**src/sv/dsws_pkg.sv**
```systemverilog
// Shared types, constants and the divider step for the DDS setup word sequencer.
`default_nettype none
package dsws_pkg;

	typedef enum logic [1:0] {
		WAVE_OFF    = 2'd0,
		WAVE_SINE   = 2'd1,
		WAVE_TRI    = 2'd2,
		WAVE_SQUARE = 2'd3
	} wave_t;

	// Configuration register indexes
	localparam logic REG_TUNING_MULT = 1'b0;
	localparam logic REG_HALF_CLOCK  = 1'b1;

	localparam logic [7:0]  TUNING_MULT_RST = 8'd33;
	localparam logic [15:0] HALF_CLOCK_RST  = 16'd31250;

	localparam int FREQ_W = 14;
	localparam int MULT_W = 8;
	localparam int TW_W   = FREQ_W + MULT_W;
	localparam int QUO_W  = 16;
	localparam int DIV_BITS_PER_STAGE = 4;

	// Command words
	localparam logic [15:0] WORD_RESET    = 16'h2100;
	localparam logic [15:0] WORD_FREQ_TAG = 16'h4000;
	localparam logic [15:0] WORD_PHASE_LO = 16'hCC00;
	localparam logic [15:0] WORD_PHASE_0  = 16'hC000;
	localparam logic [15:0] WORD_SLEEP    = 16'h20C0;
	localparam logic [15:0] WORD_SINE     = 16'h2000;
	localparam logic [15:0] WORD_TRI      = 16'h2002;

	// Beat positions within one five-word run
	localparam logic [2:0] BEAT_RESET = 3'd0;
	localparam logic [2:0] BEAT_LO    = 3'd1;
	localparam logic [2:0] BEAT_HI    = 3'd2;
	localparam logic [2:0] BEAT_PHASE = 3'd3;
	localparam logic [2:0] BEAT_CTRL  = 3'd4;

	typedef struct packed {
		wave_t              wave;
		logic [TW_W-1:0]    tw;    // frequency times tuning multiplier
		logic [FREQ_W-1:0]  div;   // divisor (frequency)
		logic [FREQ_W-1:0]  rem;   // partial remainder
		logic [QUO_W-1:0]   num;   // dividend bits still to consume, top first
		logic [QUO_W-1:0]   quo;   // quotient bits, shifted in from the bottom
	} stage_t;

	// Four restoring division steps. A zero divisor yields all-ones quotient bits.
	function automatic stage_t div_stage(input stage_t st);
		stage_t              r;
		logic [FREQ_W:0]     trial;
		logic [FREQ_W-1:0]   rem;
		logic [DIV_BITS_PER_STAGE-1:0] q;
		rem = st.rem;
		q   = '0;
		for (int i = 0; i < DIV_BITS_PER_STAGE; i++) begin
			trial = {rem, st.num[QUO_W-1-i]};
			if (trial >= {1'b0, st.div}) begin
				trial = trial - {1'b0, st.div};
				q[DIV_BITS_PER_STAGE-1-i] = 1'b1;
			end
			rem = trial[FREQ_W-1:0];
		end
		r     = st;
		r.rem = rem;
		r.num = {st.num[QUO_W-DIV_BITS_PER_STAGE-1:0], {DIV_BITS_PER_STAGE{1'b0}}};
		r.quo = {st.quo[QUO_W-DIV_BITS_PER_STAGE-1:0], q};
		return r;
	endfunction

endpackage
`default_nettype wire

```
**src/sv/dsws_word_emitter.sv**
```systemverilog
// Holds one finished request and plays out its five command words as beats.
`default_nettype none
module dsws_word_emitter (
	input  wire logic            clk,
	input  wire logic            arst_n,
	input  wire logic            in_valid,
	output logic                 in_ready,
	input  wire dsws_pkg::stage_t in_item,
	output logic                 m_tvalid,
	input  wire logic            m_tready,
	output logic [39:0]          m_tdata,   // command_word, square_enable, square_compare, pad
	output logic                 m_tlast
);
	import dsws_pkg::*;

	logic        busy_q;
	logic [2:0]  beat_q;
	stage_t      item_q;
	logic [15:0] word;
	logic        is_sq;
	logic        fetch;

	assign fetch    = busy_q && m_tready && (beat_q == BEAT_CTRL);
	assign in_ready = !busy_q || fetch;
	assign is_sq    = (item_q.wave == WAVE_SQUARE);
	assign m_tvalid = busy_q;
	assign m_tlast  = (beat_q == BEAT_CTRL);

	always_ff @(posedge clk or negedge arst_n) begin
		if (!arst_n) begin
			busy_q <= 1'b0;
			beat_q <= BEAT_RESET;
		end else if (in_valid && in_ready) begin
			busy_q <= 1'b1;
			beat_q <= BEAT_RESET;
		end else if (busy_q && m_tready) begin
			if (beat_q == BEAT_CTRL) begin
				busy_q <= 1'b0;
			end else begin
				beat_q <= beat_q + 3'd1;
			end
		end
	end

	always_ff @(posedge clk) begin
		if (in_valid && in_ready) begin
			item_q <= in_item;
		end
	end

	always_comb begin
		logic tuned;
		tuned = (item_q.wave == WAVE_SINE) || (item_q.wave == WAVE_TRI);
		case (beat_q)
			BEAT_RESET: word = WORD_RESET;
			BEAT_LO:    word = tuned ? (WORD_FREQ_TAG | {2'b00, item_q.tw[FREQ_W-1:0]})
			                         : WORD_FREQ_TAG;
			BEAT_HI:    word = tuned ? (WORD_FREQ_TAG |
			                            {2'b00, {(2*FREQ_W-TW_W){1'b0}}, item_q.tw[TW_W-1:FREQ_W]})
			                         : WORD_FREQ_TAG;
			BEAT_PHASE: word = tuned ? WORD_PHASE_0 : WORD_PHASE_LO;
			BEAT_CTRL: begin
				case (item_q.wave)
					WAVE_SINE: word = WORD_SINE;
					WAVE_TRI:  word = WORD_TRI;
					default:   word = WORD_SLEEP;
				endcase
			end
			default:    word = WORD_RESET;
		endcase
	end

	assign m_tdata = {7'd0,
	                  (m_tlast && is_sq) ? item_q.quo : 16'd0,
	                  m_tlast && is_sq,
	                  word};

endmodule
`default_nettype wire

```
**src/sv/dds_setup_word_sequencer.sv**
```systemverilog
// Top level: request pipeline with tuning multiply and staged divider, then word emitter.
//
// Requests enter on the s_ channel: s_tuser carries the waveform mode, s_tdata the
// frequency in hertz. Each request leaves on the m_ channel as five 16-bit command
// beats; m_tlast marks the fifth, which also carries the square timer enable and
// compare value. Configuration is written through wr_en / wr_index / wr_data:
// index 0 is the tuning multiplier, index 1 the timer half clock.
// Path: an accepted request is registered in stage one, then passes stages two to
// four and the emitter register before its first beat is valid; a low m_tready can
// hold it anywhere along the way. The quotient comes out of a restoring divider that
// settles four bits in each of the four stages.
// Throughput: the emitter takes a new request only as the last beat of its run
// is accepted; the pipeline takes a new request every cycle while it has room, so
// up to four further requests queue behind the run being played out.
// Reset clears all valid bits and the beat counter and restores the register
// defaults (multiplier 33, half clock 31250). When the receiver holds m_tready low
// the current beat holds and the stages fill, then s_tready drops; nothing is lost.
`default_nettype none
module dds_setup_word_sequencer (
	input  wire logic        clk,
	input  wire logic        arst_n,
	input  wire logic        wr_en,
	input  wire logic        wr_index,
	input  wire logic [15:0] wr_data,
	input  wire logic        s_tvalid,
	output logic             s_tready,
	input  wire logic [15:0] s_tdata,   // frequency, pad
	input  wire logic [1:0]  s_tuser,   // waveform
	output logic             m_tvalid,
	input  wire logic        m_tready,
	output logic [39:0]      m_tdata,   // command_word, square_enable, square_compare, pad
	output logic             m_tlast
);
	import dsws_pkg::*;

	logic [MULT_W-1:0] tuning_mult_q;
	logic [15:0]       half_clock_q;

	stage_t st_s1, st_s2, st_s3, st_s4;
	logic   v_s1, v_s2, v_s3, v_s4;
	logic   rdy1, rdy2, rdy3, rdy4;
	logic   emit_ready;
	stage_t entry;

	always_ff @(posedge clk or negedge arst_n) begin
		if (!arst_n) begin
			tuning_mult_q <= TUNING_MULT_RST;
			half_clock_q  <= HALF_CLOCK_RST;
		end else if (wr_en) begin
			case (wr_index)
				REG_TUNING_MULT: tuning_mult_q <= wr_data[MULT_W-1:0];
				REG_HALF_CLOCK:  half_clock_q  <= wr_data;
				default:         tuning_mult_q <= tuning_mult_q;
			endcase
		end
	end

	// Stage readiness: a stage takes a new beat when empty or when it moves on
	assign rdy4     = !v_s4 || emit_ready;
	assign rdy3     = !v_s3 || rdy4;
	assign rdy2     = !v_s2 || rdy3;
	assign rdy1     = !v_s1 || rdy2;
	assign s_tready = rdy1;

	always_comb begin
		stage_t st0;
		st0.wave = wave_t'(s_tuser);
		st0.tw   = TW_W'(s_tdata[FREQ_W-1:0] * tuning_mult_q);
		st0.div  = s_tdata[FREQ_W-1:0];
		st0.rem  = '0;
		st0.num  = half_clock_q;
		st0.quo  = '0;
		entry    = div_stage(st0);
	end

	always_ff @(posedge clk or negedge arst_n) begin
		if (!arst_n) begin
			v_s1 <= 1'b0;
			v_s2 <= 1'b0;
			v_s3 <= 1'b0;
			v_s4 <= 1'b0;
		end else begin
			if (rdy1) v_s1 <= s_tvalid;
			if (rdy2) v_s2 <= v_s1;
			if (rdy3) v_s3 <= v_s2;
			if (rdy4) v_s4 <= v_s3;
		end
	end

	always_ff @(posedge clk) begin
		if (rdy1 && s_tvalid) st_s1 <= entry;
		if (rdy2 && v_s1)     st_s2 <= div_stage(st_s1);
		if (rdy3 && v_s2)     st_s3 <= div_stage(st_s2);
		if (rdy4 && v_s3)     st_s4 <= div_stage(st_s3);
	end

	dsws_word_emitter u_emit (
		.clk      (clk),
		.arst_n   (arst_n),
		.in_valid (v_s4),
		.in_ready (emit_ready),
		.in_item  (st_s4),
		.m_tvalid (m_tvalid),
		.m_tready (m_tready),
		.m_tdata  (m_tdata),
		.m_tlast  (m_tlast)
	);

	// Timer fields stay zero on every beat but the last
	a_cmp_only_last: assert property (@(posedge clk) disable iff (!arst_n)
		m_tvalid && !m_tlast |-> m_tdata[32:16] == 17'd0)
		else $error("timer fields set before last beat");

	// A run, once started, keeps its beats coming until the last one
	a_run_continues: assert property (@(posedge clk) disable iff (!arst_n)
		m_tvalid && m_tready && !m_tlast |=> m_tvalid)
		else $error("run broken off before last beat");

	// An accepted request occupies the first stage on the next cycle
	a_entry_lands: assert property (@(posedge clk) disable iff (!arst_n)
		s_tvalid && s_tready |=> v_s1)
		else $error("accepted request lost at entry");

	// Compare is only given with the square enable
	a_cmp_needs_en: assert property (@(posedge clk) disable iff (!arst_n)
		m_tvalid && !m_tdata[16] |-> m_tdata[32:17] == 16'd0)
		else $error("compare without square enable");

endmodule
`default_nettype wire
```
**config.mk**
```make
export PLATFORM = sky130hd
export DESIGN_NAME = dds_setup_word_sequencer
export DESIGN_NICKNAME = d
export VERILOG_FILES = /design/src/sv/dsws_pkg.sv /design/src/sv/dsws_word_emitter.sv /design/src/sv/dds_setup_word_sequencer.sv
export SDC_FILE = /design/constraint.sdc
export NUM_CORES = 1
export LEC_CHECK = 0
export BUFFER_PORTS_ARGS = -buffer_cell sky130_fd_sc_hd__buf_2
export CAP_MARGIN = 20
export CORE_UTILIZATION = 30
export CTS_CLUSTER_SIZE = 30
export DETAILED_ROUTE_END_ITERATION = 12
export SLEW_MARGIN = 20
export SYNTH_ARGS = -nofsm -noshare
export SYNTH_HDL_FRONTEND = slang
export SYNTH_SLANG_ARGS = --single-unit
```
**constraint.sdc**
```tcl
create_clock -name clk -period 12.3 [get_ports clk]
set_input_delay 0 -clock clk [delete_from_list [all_inputs] [get_ports clk]]
set_output_delay 0 -clock clk [all_outputs]
set_load 0.005 [all_outputs]
```
# [Word-level counts from Yosys, hierarchy flattened]
# Index checks and enable logic that the tools add are counted.
[word_totals] regBits=316 input_bits=40 output_inout_bits=43 wordCells=151
[classes] addsub=16 mul=1 order_cmp=16 n_eq_ne=8 mux=52 bitwise_logic=1 reduce_logical=25
[ops] operator="$mux W14" count=25
[ops] operator="$ge A15 B14 Y1" count=15
[ops] operator="$sub A14 B14 Y14" count=14
[ops] operator="$pmux W16 S4" count=1
[ops] operator="$mul A14 B8 Y22" count=1
[ops] operator="$mux W1" count=19
[ops] operator="$mux W16" count=1
[ops] operator="$pmux W8 S2" count=1
[ops] operator="$ge A1 B14 Y1" count=1
[ops] operator="$sub A1 B14 Y14" count=1
[ops] operator="$mux W12" count=1
[ops] operator="$mux W3" count=3
[ops] operator="$logic_and A1 B1 Y1" count=8
[ops] operator="$mux W8" count=1
[ops] operator="$reduce_and A2 Y1" count=4
[ops] operator="$eq A3 B2 Y1 const B" count=2
[ops] operator="$logic_or A1 B1 Y1" count=6
[ops] operator="$logic_not A1 Y1" count=5
[ops] operator="$eq A2 B2 Y1 const B" count=2
[ops] operator="$reduce_bool A2 Y1" count=2
[ops] operator="$add A3 B1 Y3 const B" count=1
[ops] operator="$eq A3 B1 Y1 const B" count=1
[ops] operator="$eq A3 B3 Y1 const B" count=1
[ops] operator="$eq A2 B1 Y1 const B" count=1
[ops] operator="other kinds (2)" count=2

# [Longest topological paths before layout]
[depth] word_depth=16 mapped_depth=51 ltp_nobuf=47

# [Cells and area by module]
# Synthesis repeated with hierarchy kept, for this count alone.
[hier_totals] hier_cells=2505 area_unflattened_um2=26539.2
[by_module_without_submodules] mod="dds_setup_word_sequencer" n_inst=1 cells_each=2373 area_each_um2=24587.3
[by_module_without_submodules] mod="dsws_word_emitter" n_inst=1 cells_each=132 area_each_um2=1951.9

# [Worst setup path after synthesis]
# No wires, ideal clock.
[synth_path] kind="flip-flop to flip-flop" start="reg st_s1[47] (netlist bit)" end="reg st_s2[37] (netlist bit) (data pin)" setup_time_ps=261 t_arrival_ps=10200 setup_slack_ps=1839 stages_incl_launch_ff=47 cell_sequence="edfxtp_1 > inv_1 > ha_1 > nor2b_1 > o2111ai_1 > nand3b_1 > a2111oi_1 > o21ai_1 > a21oi_2 > clkbuf_1 > clkbuf_1 > o21ai_0 > ha_1 > a21o_1 > or3_1 > o2111ai_1 > a21oi_1 > o41ai_2 > [... 11 more ...] > a311oi_2 > nand2_1 > clkbuf_1 > o21a_1 > ha_1 > nor2b_1 > o21a_1 > o21ai_0 > a21oi_1 > o31ai_1 > a21oi_1 > a41oi_1 > o211ai_1 > a21oi_1 > nand2b_1 > buf_4 > inv_4 > a221o_1"
[synth_between] elab_chain_len=11 elab_cells_between_ends=15
[synth_rtl] element="start, declared" line_no="dds_setup_word_sequencer.sv:39" rtl="stage_t st_s1, st_s2, st_s3, st_s4;"
[synth_rtl] element="start signal, assigned" line_no="dds_setup_word_sequencer.sv:91" rtl="if (rdy1 && s_tvalid) st_s1 <= entry;"
[synth_rtl] element="$sub A14 B14 Y14 or $ge A15 B14 Y1 (tied branches)" line_no="dsws_pkg.sv:61, dsws_pkg.sv:60"
[synth_rtl] element="$mux W14" line_no="dsws_pkg.sv:60" rtl="if (trial >= {1'b0, st.div}) begin"
[synth_rtl] element="$mux W14" line_no="dds_setup_word_sequencer.sv:92" rtl="if (rdy2 && v_s1) st_s2 <= div_stage(st_s1);"
[synth_rtl] element="$sub A14 B14 Y14 or $ge A15 B14 Y1 (tied branches)" line_no="dsws_pkg.sv:61, dsws_pkg.sv:60"
[synth_rtl] element="$mux W14" line_no="dsws_pkg.sv:60"
[synth_rtl] element="$mux W14" line_no="dds_setup_word_sequencer.sv:92"
[synth_rtl] element="$sub A14 B14 Y14 or $ge A15 B14 Y1 (tied branches)" line_no="dsws_pkg.sv:61, dsws_pkg.sv:60"
[synth_rtl] element="$mux W14" line_no="dsws_pkg.sv:60"
[synth_rtl] element="$mux W14" line_no="dds_setup_word_sequencer.sv:92"
[synth_rtl] element="$sub A14 B14 Y14 or $ge A15 B14 Y1 (tied branches)" line_no="dsws_pkg.sv:61, dsws_pkg.sv:60"
[synth_rtl] element="$mux W14 (*)" line_no="dsws_pkg.sv:60"
[synth_rtl] element="end signal, assigned" line_no="dds_setup_word_sequencer.sv:92"
[synth_rtl] element="end, declared" line_no="dds_setup_word_sequencer.sv:39"
# Every way passes the cells marked *; elsewhere a longest branch is shown, timed or not. The select of a mux whose other input is x is not followed.
# A chain may end at the register's enable or synchronous reset.

# [Final worst setup path]
[layout_path] start="reg st_s2[47] (netlist bit)" end="reg st_s3[43] (netlist bit) (data pin)"
[layout_between] elab_chain_len=11 elab_cells_between_ends=15
[layout_rtl] element="$sub A14 B14 Y14 or $ge A15 B14 Y1 (tied branches)" line_no="dsws_pkg.sv:61, dsws_pkg.sv:60"
[layout_rtl] element="$mux W14" line_no="dsws_pkg.sv:60"
[layout_rtl] element="$mux W14" line_no="dds_setup_word_sequencer.sv:93" rtl="if (rdy3 && v_s2) st_s3 <= div_stage(st_s2);"
[layout_rtl] element="$sub A14 B14 Y14 or $ge A15 B14 Y1 (tied branches)" line_no="dsws_pkg.sv:61, dsws_pkg.sv:60"
[layout_rtl] element="$mux W14" line_no="dsws_pkg.sv:60"
[layout_rtl] element="$mux W14" line_no="dds_setup_word_sequencer.sv:93"
[layout_rtl] element="$sub A14 B14 Y14 or $ge A15 B14 Y1 (tied branches)" line_no="dsws_pkg.sv:61, dsws_pkg.sv:60"
[layout_rtl] element="$mux W14" line_no="dsws_pkg.sv:60"
[layout_rtl] element="$mux W14" line_no="dds_setup_word_sequencer.sv:93"
[layout_rtl] element="$sub A14 B14 Y14 or $ge A15 B14 Y1 (tied branches)" line_no="dsws_pkg.sv:61, dsws_pkg.sv:60"
[layout_rtl] element="$mux W14 (*)" line_no="dsws_pkg.sv:60"
[layout_rtl] element="end signal, assigned" line_no="dds_setup_word_sequencer.sv:93"
[layout_rtl] element="end, declared" line_no="dds_setup_word_sequencer.sv:39"
# Marked as above.

==> results.sh <==
export IMPL_use_met1_pct=19.9
export IMPL_vias_per_cell=5.00
export IMPL_drive_gt1_share_pct=11.0
export IMPL_end_kind="register"
export IMPL_wl_per_cell_um=16.6
export IMPL_cts_tree="done"
export IMPL_root_buffer="clkbuf_16"
export IMPL_tns_ns=0
export IMPL_cts_setup_buffers=0
export IMPL_fin_worst_skew_ns=0.0302
export IMPL_cts_buffers=35
export IMPL_path_max_fanout=18
export IMPL_use_met2_pct=22.4
export IMPL_antenna_left=0
export IMPL_period_share_pct=90.7
export IMPL_areaGrowthSynthToFinish_pct=12.2
export IMPL_dieArea_mm2=0.0853
export IMPL_worst_pin_slew_ns=1.04
export IMPL_synth_top_area_share_pct=33.8
export IMPL_busiest_layer="met2"
export IMPL_synth_flop_cell="edfxtp_1"
export IMPL_setup_viol=0
export IMPL_n_antenna_cell=0
export IMPL_hold_viol=0
export IMPL_gp_congestion=0.901
export IMPL_synthTopCellsByArea="edfxtp_1, ha_1, fa_1"
export IMPL_ys_types=88
export IMPL_max_cap_viol_count=0
export IMPL_core_area_mm2=0.0834
export IMPL_syn_area_mm2=0.0252
export IMPL_grt_max_degree=69
export IMPL_final_common_cell="edfxtp_1"
export IMPL_layout_common_cells="edfxtp_1, ha_1, inv_1, nand2_1, a21oi_1"
export IMPL_avgSynthCellArea_um2=10.4
export IMPL_critPathSlowestCell="edfxtp_1"
export IMPL_die_h_um=292
export IMPL_grtUsageTotal_pct=14.1
export IMPL_synth_edff_count=284
export IMPL_synth_top_area_cell="edfxtp_1"
export IMPL_grt_pass1_wl_um=96100
export IMPL_ctsLongestPathBuffers=3
export IMPL_first_pass_iters=5
export IMPL_met3_usage_pct=1.84
export IMPL_port_buffers=73
export IMPL_syn_inst=2423
export IMPL_rsz0062_at_grt="no"
export IMPL_gr_total_overflow=0
export IMPL_fp_dieW_um=292
export IMPL_grt_pass1_vias=17739
export IMPL_grt_antenna_before_repair=2
export IMPL_finalWirelength_um=60400
export IMPL_worstSetupStartpointType="register"
export IMPL_fin_crit_ns=11.16
export IMPL_io_pins=83
export IMPL_remaining_drc_errors=0
export IMPL_dpl_cell_count=3538
export IMPL_required_ns=12.57
export IMPL_max_stage_delay_ns=0.55
export IMPL_ys_warn_count=0
export IMPL_numClockSinks=316
export IMPL_cp_startpoint="st_s2[47]$_DFFE_PP_"
export IMPL_drtIter0Drc=1231
export IMPL_worstSkewPairLatency_ns=0.56
export IMPL_htree_levels=2
export IMPL_status="complete, no violations"
export IMPL_crit_arrival_ns=11.43
export IMPL_ys_async_sr_fraction_pct=10.1
export IMPL_maxSlewHeadroom_pct=30.7
export IMPL_clock_fmax_mhz=89.6
export IMPL_ys_seq_elements=316
export IMPL_synth_seq_area_share_pct=37.0
export IMPL_start_util_pct=30.3
export IMPL_final_cells=3635
export IMPL_num_vias=18182
export IMPL_hold_class="in -> async"
export IMPL_clk_pin_slew_worst_paths_ns=0.06
export IMPL_r2r_start="st_s2[47]$_DFFE_PP_"
export IMPL_std_cell_rows=106
export IMPL_nNetsFinal=2918
export IMPL_timing_worst_setup_path_type="reg -> reg"
export IMPL_slew_violations=0
export IMPL_hpwl_um=46300
==> worst max-delay path, delay by kind of cell (launching register included) <==
family,cells,cell delay (ns)
and+or+nand+nor,10,1.87
muxes,1,0.46
AOI/OAI and AO/OA,24,5.86
DFF,1,0.55
adders and majority gates,4,1.29
buffers and inverters,5,0.79
==> flip-flops by register name, indices dropped and copies added, names as in the netlist, 3 cells and up <==
name,count
st_s1,68
st_s2,68
st_s3,68
st_s4,40
u_emit.item_q,40
half_clock_q,16
tuning_mult_q,8
u_emit.beat_q,3
==> logic make-up (layout without fill, tap and decap cells) <==
logic type	Yosys count	after routing	synth area share, %
buf+inv	303	429	4.90
simple gates	620	620	12.9
mux	122	122	5.42
xor+xnor	162	162	5.62
other cells	1	7	0.0149
flops	316	316	37.0
fa+ha+maj	347	347	19.8
compound gates	552	552	14.4
==> through the flow <==
| step | instance area, um2 | worst slack (ns) | hold slack, ns | util (%) |
|---|---|---|---|---|
| CTS | 28300 | 0.832 | 0.0775 | 33.9 |
| detailed placement | 26800 | 0.876 | 0.115 | 32.2 |
| global placement | 26800 | 1.01 | 0.113 | 32.2 |
| floorplan | 25300 | 1.84 | -0.296 | - |
| finish | 28300 | 1.14 | 0.0784 | 34.0 |
| global route | 28300 | 0.0587 | 0.112 | 34.0 |
==> cell type report <==
class,instances,area [um2]
sequential,316,9340
multi-input combinational,1810,14800
clock inverter,14,160
clock buffer,47,952
inverter,240,903
timing repair buffer,128,868
tap,1080,1350
fill,8330,55100
==> layer usage <==
metal / share of wire (%) / routed length, um
met1: 48 / 29200
met5: 0.022 / 13
met2: 44 / 26700
met3: 5.0 / 2990
met4: 2.5 / 1530
==> Yosys cell counts, drive strengths merged (8+ instances only) <==
cell,number
dfstp,9
clkbuf,34
xnor2,114
a21oi,137
o21bai,16
nand2b,53
and2,89
ha,261
xor2,48
nor2b,48
or2,8
nor3,27
a211oi,17
or3,12
mux2,93
buf,29
nand3,27
a22oi,12
a21boi,12
inv,239
o41ai,8
o21a,37
a21o,63
nor2,116
a221o,9
mux2i,29
dfrtp,23
o21ai,140
nor4,17
o31ai,10
o211ai,8
o221ai,15
nand4,34
edfxtp,284
fa,86
nand2,156
==> what timing repair did <==
action,CTS,global route
resized for setup,0,8
hold buffers,36,0
setup endpoints to repair,0,26
hold endpoints to repair,76,0
==> path summary, 6_finish.rpt <==
check	to	slack, ns	cells past startpoint
max in group asynchronous	half_clock_q[10]$_DFFE_PN0P_	11.81	3
hold reg to reg	st_s3[61]$_DFFE_PP_	0.40	0
min in group clk	tuning_mult_q[2]$_DFFE_PN0P_	0.11	3
setup reg to reg	st_s3[43]$_DFFE_PP_	1.14	44
hold / removal	u_emit.m_tvalid$_DFFE_PN0P_	0.08	3
setup / recovery	st_s3[43]$_DFFE_PP_	1.14	44
Power is left out: the tool's default activity adds up to more than one toggle a clock period on the data nets, which glitch-free logic cannot reach.
